<file path="config.mk">
export PLATFORM = sky130hd
export DESIGN_NAME = prdg_sqrt
export DESIGN_NICKNAME = d
export VERILOG_FILES = /design/src/rtl/core/prdg_pkg.sv /design/src/rtl/core/prdg_sqrt.sv
export SDC_FILE = /design/constraint.sdc
export NUM_CORES = 2
export LEC_CHECK = 0
export BUFFER_PORTS_ARGS = -buffer_cell sky130_fd_sc_hd__buf_2
export CAP_MARGIN = 20
export CORE_MARGIN = 2
export CORE_UTILIZATION = 30
export CTS_CLUSTER_DIAMETER = 120
export DETAILED_ROUTE_END_ITERATION = 12
export GPL_ROUTABILITY_DRIVEN = 0
export MAX_ROUTING_LAYER = met4
export PLACE_DENSITY_LB_ADDON = 0.3
export SKIP_CTS_REPAIR_TIMING = 1
export SLEW_MARGIN = 20
export SYNTH_ARGS = -nofsm -noshare
export SYNTH_HDL_FRONTEND = slang
export SYNTH_SLANG_ARGS = --single-unit
</file>
<file path="constraint.sdc">
create_clock -name clk_i -period 3.1 [get_ports clk_i]
set_input_delay 0.31 -clock clk_i [delete_from_list [all_inputs] [get_ports clk_i]]
set_output_delay 0.31 -clock clk_i [all_outputs]
set_load 0.01 [all_outputs]
</file>
<file path="src/rtl/core/prdg_pkg.sv">
// ----------------------------------------------------------------------------
// prdg_pkg
// Types, widths and register indexes of the pinhole ray direction generator.
// ----------------------------------------------------------------------------
package prdg_pkg;

  localparam int CoordBits = 12;
  localparam int SumW      = 50;   // vx^2 + vy^2 + vz^2 in Q.40
  localparam int LenW      = 25;   // square root of the sum, Q.20
  localparam int MagW      = 24;   // magnitude of a view-space component, Q.20
  localparam int NumW      = 42;   // dividend of the normalization
  localparam int QuotW     = 17;   // unit component magnitude, Q.16
  localparam int SqrtSteps = SumW / 2;
  localparam int DivSteps  = QuotW;
  // Register stages from an accepted item to its result on the ports.
  localparam int Latency   = 10 + SqrtSteps + DivSteps;

  localparam int RegIdxW = 3;
  localparam logic [RegIdxW-1:0] RegRotX   = 3'd0;
  localparam logic [RegIdxW-1:0] RegRotY   = 3'd1;
  localparam logic [RegIdxW-1:0] RegRotZ   = 3'd2;
  localparam logic [RegIdxW-1:0] RegScaleX = 3'd3;
  localparam logic [RegIdxW-1:0] RegScaleY = 3'd4;
  localparam logic [RegIdxW-1:0] RegStepX  = 3'd5;
  localparam logic [RegIdxW-1:0] RegStepY  = 3'd6;

  localparam logic [47:0] RotXReset  = 48'h0000_0000_4000;
  localparam logic [47:0] RotYReset  = 48'h0000_4000_0000;
  localparam logic [47:0] RotZReset  = 48'h4000_0000_0000;
  localparam logic [15:0] ScaleReset = 16'd1697;
  localparam logic [17:0] StepReset  = 18'd256;

  typedef struct packed {
    logic [CoordBits-1:0] pixel_x;
    logic [CoordBits-1:0] pixel_y;
  } pix_t;

  typedef struct packed {
    logic signed [15:0] dir_x;
    logic signed [15:0] dir_y;
    logic signed [15:0] dir_z;
  } dir_t;

endpackage

</file>
<file path="src/rtl/core/prdg_sqrt.sv">
// ----------------------------------------------------------------------------
// prdg_sqrt
// Pipelined integer square root, one root bit per register stage.
// ----------------------------------------------------------------------------
module prdg_sqrt
  import prdg_pkg::*;
#(
  parameter int SIDE_W = 1
) (
  input  logic              clk_i,
  input  logic              rst_ni,
  input  logic              vld_i,
  input  logic [SumW-1:0]   n_i,
  input  logic [SIDE_W-1:0] side_i,
  output logic              vld_o,
  output logic [LenW-1:0]   root_o,
  output logic [SIDE_W-1:0] side_o
);

  localparam int RemW = LenW + 2;

  logic              vld_s  [SqrtSteps+1];
  logic [SumW-1:0]   n_s    [SqrtSteps+1];
  logic [LenW-1:0]   root_s [SqrtSteps+1];
  logic [RemW-1:0]   rem_s  [SqrtSteps+1];
  logic [SIDE_W-1:0] side_s [SqrtSteps+1];

  assign vld_s[0]  = vld_i;
  assign n_s[0]    = n_i;
  assign root_s[0] = '0;
  assign rem_s[0]  = '0;
  assign side_s[0] = side_i;

  for (genvar i = 0; i < SqrtSteps; i++) begin : g_step
    logic [RemW+1:0] cand;
    logic [RemW+1:0] trial;
    logic            ge;

    // Bring down the next two radicand bits and try root*4+1.
    assign cand  = {rem_s[i], n_s[i][SumW-1 -: 2]};
    assign trial = {2'b00, root_s[i], 2'b01};
    assign ge    = (cand >= trial);

    always_ff @(posedge clk_i or negedge rst_ni) begin
      if (!rst_ni) begin
        vld_s[i+1] <= 1'b0;
      end else begin
        vld_s[i+1] <= vld_s[i];
      end
    end

    always_ff @(posedge clk_i) begin
      n_s[i+1]    <= {n_s[i][SumW-3:0], 2'b00};
      root_s[i+1] <= {root_s[i][LenW-2:0], ge};
      rem_s[i+1]  <= ge ? RemW'(cand - trial) : cand[RemW-1:0];
      side_s[i+1] <= side_s[i];
    end
  end

  assign vld_o  = vld_s[SqrtSteps];
  assign root_o = root_s[SqrtSteps];
  assign side_o = side_s[SqrtSteps];

endmodule

</file>
# [Word-level counts from Yosys, hierarchy flattened]
# Cells that the tools add are included.
[op_classes] addsub=24 mul=0 div_mod_pow=0 order_cmp=25 eq_ne=0 shifts=0 mux=24 n_bitwise=0 n_reduce_logical=0
[ops] operator="$mux W27" n=23
[ops] operator="$ge A29 B10 Y1" n=1
[ops] operator="$ge A29 B11 Y1" n=1
[ops] operator="$ge A29 B12 Y1" n=1
[ops] operator="$ge A29 B13 Y1" n=1
[ops] operator="$ge A29 B14 Y1" n=1
[ops] operator="$ge A29 B15 Y1" n=1
[ops] operator="$ge A29 B16 Y1" n=1
[ops] operator="$ge A29 B17 Y1" n=1
[ops] operator="$ge A29 B18 Y1" n=1
[ops] operator="$ge A29 B19 Y1" n=1
[ops] operator="$ge A29 B20 Y1" n=1
[ops] operator="$ge A29 B21 Y1" n=1
[ops] operator="$ge A29 B22 Y1" n=1
[ops] operator="$ge A29 B23 Y1" n=1
[ops] operator="$ge A29 B24 Y1" n=1
[ops] operator="$ge A29 B25 Y1" n=1
[ops] operator="$ge A29 B26 Y1" n=1
[ops] operator="$ge A29 B3 Y1" n=1
[ops] operator="$ge A29 B4 Y1" n=1
[ops] operator="$ge A29 B5 Y1" n=1
[ops] operator="$ge A29 B6 Y1" n=1
[ops] operator="$ge A29 B7 Y1" n=1
[ops] operator="$ge A29 B8 Y1" n=1
[ops] operator="other kinds (27)" n=27
[totals] regBits=1599 latchBits=0 ram_bits=0 romBits=0 in_bits=54 out_inout_bits=27 elab_cells=197 mem_count=0

# [Depth between registers and ports, before layout]
[logic_depth] ltp_word=2 depth_mapped=14 mapped_depth_nobuf=13

# [Worst setup path before layout]
# No wires, ideal clock.
[synth_timing] kind="register -> register" from="reg root_s (netlist bit g_step[23].trial[19])" to="reg rem_s (netlist bit g_step[24].cand[18])" setup_ns=0.132 arrival_ns=2.921 required_time_ns=2.968 setup_slack_ns=0.047 stages_incl_launch_ff=13 n_path_buf=3 period_less_slack_ns=3.053 cell_sequence="dfxtp_1 > inv_1 > ha_1 > clkbuf_1 > nand4_1 > or3_1 > o21ai_0 > o221ai_1 > o21ba_2 > o21ai_1 > clkbuf_1 > buf_1 > a21oi_1"
[synth_between] elab_chain_len=2
[synth_rtl] item="start, declared" line="prdg_sqrt.sv:24" rtl="logic [LenW-1:0] root_s [SqrtSteps+1];"
[synth_rtl] item="start signal, assigned by index" line="prdg_sqrt.sv:54" rtl="root_s[i+1] <= {root_s[i][LenW-2:0], ge};"
[synth_rtl] item="$ge A29 B25 Y1" line="prdg_sqrt.sv:42" rtl="assign ge = (cand >= trial);"
[synth_rtl] item="net g_step[23].ge" line="prdg_sqrt.sv:37" rtl="logic ge;"
[synth_rtl] item="$mux W27" line="prdg_sqrt.sv:55" rtl="rem_s[i+1] <= ge ? RemW'(cand - trial) : cand[RemW-1:0];"
[synth_rtl] item="end signal, assigned by index" line="prdg_sqrt.sv:55"
[synth_rtl] item="end, declared" line="prdg_sqrt.sv:25" rtl="logic [RemW-1:0] rem_s [SqrtSteps+1];"
# The timed path passes the listed nets, and every way through them passes these cells.
# A chain may end at the register's enable or synchronous reset.

# [Final worst setup path]
[layout_timing] from="reg root_s (netlist bit g_step[19].trial[2])" to="reg rem_s (netlist bit g_step[20].cand[26])"
[layout_between] elab_chain_len=2 elab_cells_between_ends=3 classes_between="add/sub: 1; order compare: 1; mux: 1"
[layout_rtl] item="$sub A27 B21 Y27 / $ge A29 B21 Y1 (equally long branches)" line="prdg_sqrt.sv:55, prdg_sqrt.sv:42"
[layout_rtl] item="$mux W27 (*)" line="prdg_sqrt.sv:55"
# Mark *: on every way between the ends. The rest lies on a longest branch, timed or not.

==> metrics.md <==
| Metric | Value |
|---|---|
| First-pass GRT wire length | 182000 µm |
| Critical path type | reg2reg |
| Outcome | complete, no violations |
| Top-area cell type share of the netlist area | 55.0% |
| Vias in the first global route | around 37k |
| Final hold vios | 0 |
| I/O pins | 81 |
| Area Growth Syn to Fin | 20.2% |
| Critical Path RT | 3.84 ns |
| Filler Cell Count | 18.5k |
| Clock sink total | 1586 |
| F_max | 326 MHz |
| Total Nets Final | between 6k and 7k |
| Cell count after synthesis | between 5k and 6k |
| Buffer depth of the longest clock path | 3 |
| Placed Cells incl. Taps | 8145 |
| Crit Path Max Fanout | 3 |
| Worst Hold Class | in2async |
| VDD IR max | 545 µV |
| Most instantiated library cell after synthesis | dfxtp_1 |
| Pleak | 31.6 nW |
| Drt pass-1 iters | 5 |
| Clk slew on worst S/H paths | 0.07 ns |
| Post-synthesis net count | 5877 |
| CTS buffer count | around 170 |
| Worst Tran Pin Value | 0.743 ns |
| Layout cells sized above 1 | 11.7% |
| Grt ovf | 0 |
| Final ANT Viol Nets | 0 |
| Fin Clk Skew | 0.0484 ns |
| Syn_area_per_cell | 10.4 µm² |
| Worst rel slew slack | 49.2% |
| Setup Slack @ Placement | -0.100 ns |
| Finished Layout Cells | roughly 8.5k |
| Power after layout | 54.9 mW |
| Synth top area cells | dfxtp_1 (55%), ha_1 (7.8%), xnor2_1 (3.9%) |
| Via count of the routed design | roughly 38k |
| Largest net degree at the start of global routing | 39 |
| Final Setup Violations | 0 |
| Post-synth top area cell | dfxtp_1 |
| Async set-or-reset flop fraction in the synthesized netlist | 1.58% |
| Core Area | 0.188 mm² |
| Initial antenna violation count | 1 |
| Initial Util | a little under a third |
| Dpl hpwl | 83600 µm |
| Syn Std Cell Area | 0.0568 mm² |
| Post-synth EDFFs | 0 |
| Synth top cells by count | dfxtp_1 (1561), inv_1 (445), nor2_1 (353), ha_1 (352), nand2_1 (351) |
| Worst-skew pair later-pin latency | 0.81 ns |
| Yosys reg bits | roughly 1.6k |
| Clk root buf | clkbuf_16 |
| # rows | 159 |
| Width of the chip | 439 µm |
| Number of DRC markers in iteration 0 | 1764 |
| Max-Cap Viols | 0 |
| Total global-route track usage | 11.8% |
| Min Tclk post-route | 3.06 ns |
| DR DRC count | 0 |
| Count of cell types in the netlist | 93 |
| Crit start category | register |
| Routed Wire Length | 112000 µm |
| Buffers on Ports | 80 |
| Vias per inst | 4.43 |
| Ys flop type | dfxtp_1 |
| Pwr Density | 804 mW/mm² |
| Period utilisation layout | between 90 and 100% |
| TritonCTS clock tree | built |
| Yosys Warn Count | 0 |
| Die height | between 400 and 500 µm |
| Die area | 0.193 mm² |
| RSZ-0062 raised after global routing | true |
| Critical path capture point type | register |
| Seq/Total Area, Yosys | 56.1% |
| WL per Instance | 13.2 µm |
| Final Max Slew Viols | 0 |
| Number of H-tree levels | 4 |
| CP Data Arrival Time | approximately 3.8 ns |
| Final worst slack | 0.0352 ns |
-- cell type report --
type / instances / area, µm² / area share [%]
flip-flops and latches: 1586 / 31900 / 46.7
inverters: 446 / 1680 / 2.46
repair buffers: 324 / 2440 / 3.57
repair inverters: 1 / 7.51 / 0.0110
diodes: 1 / 2.50 / 0.00367
clock inverters: 81 / 1210 / 1.77
multi-input cells: 3355 / 23300 / 34.1
well taps: 2495 / 3120 / 4.57
clock buffers: 222 / 4630 / 6.79
-- sequential cells by signal (all words and copies together) (netlist names) --
name,count
g_step.cand,659
n_s,552
g_step.trial,300
root_o,25
side_s,24
vld_s,24
side_o,1
vld_o,1
-- power by group --
part           total, mW  internal [mW]  leakage [nW]  switching (mW)
Combinational       8.30           4.00          15.4            4.30
Sequential          26.0           23.7          13.4            2.32
Clock               20.6           12.4          2.84            8.16
Total               54.9           40.1          31.6            14.8
-- metal layers --
metal | up-vias | track usage, % | wire length, µm
met4 | 0 | 5.74 | 4720
met2 | 651 | 18.6 | 50500
li1 | 19520 | - | -
met3 | 272 | 2.42 | 4450
met1 | 17234 | 14.4 | 52400
met5 | - | - | 0
-- metrics by stage --
| stage | setup TNS [ns] | area (µm²) | utilization (%) | hold slack (ns) |
|---|---|---|---|---|
| after detailed placement | -0.708 | 61500 | 32.7 | 0.312 |
| after floorplan | 0 | 56800 | - | 0.0144 |
| final | 0 | 68300 | 36.3 | 0.00665 |
| after global placement | -1.01 | 61500 | 32.7 | 0.310 |
| after CTS | -1.38 | 67300 | 35.8 | -0.586 |
| after global routing | -0.0737 | 68300 | 36.3 | 0.0198 |
-- cell families (layout without fill, tap and decap cells) --
group | Yosys count | in the layout | share of synthesized area, %
AO/OA/AOI/OAI | 1071 | 1071 | 11.9
XOR/XNOR | 484 | 484 | 7.46
adder cells (fa/ha/maj) | 352 | 352 | 7.75
buffers and inverters | 530 | 1074 | 3.52
flip-flops | 1586 | 1586 | 56.1
multiplexers | 55 | 55 | 1.08
other | 1 | 2 | 0.00660
AND/OR/NAND/NOR | 1392 | 1392 | 12.2
-- worst paths after layout --
check | slack, ns | start | end | depth (start not counted)
hold reg to reg | 0.30 | n_s[594] | n_s[546] | 0
min in group clk_i | 0.13 | n_i[42] | n_s[1244] | 2
setup reg to reg | 0.04 | g_step[19].trial[2] | g_step[20].cand[26] | 13
max in group asynchronous | 2.74 | rst_ni | vld_s[6] | 2
hold / removal | 0.007 | rst_ni | vld_s[14] | 2
setup / recovery | 0.04 | g_step[19].trial[2] | g_step[20].cand[26] | 13
-- worst max-delay path, stage by stage, from the launching register on --
cell and delay [ns]:
dfxtp_2 0.32, inv_2 0.04, ha_4 0.20, nor2b_4 0.12, o31a_1 0.32, o41a_1 0.42
o311a_1 0.39, buf_4 0.16, o21ai_4 0.15, o21ai_2 0.08, a21o_1 0.20, a2111oi_4 0.32
buf_4 0.16, xor2_1 0.12
-- placed cells by master (no fill, tap or decap), drive strengths merged, types with 40 or more instances in the layout --
cell type       n
o21ai         260
nor2b          61
nor2          354
a21oi         333
dlygate4sd3    54
xnor2         250
xor2          234
nand4          43
nor3          136
dfxtp        1561
clkbuf        222
or3            54
a21o          138
nand2b         63
o21a           73
nand2         352
ha            352
nor4           76
mux2           49
buf           270
inv           453
nand3          81
clkinv         40
(Power assumes the default switching activity.)
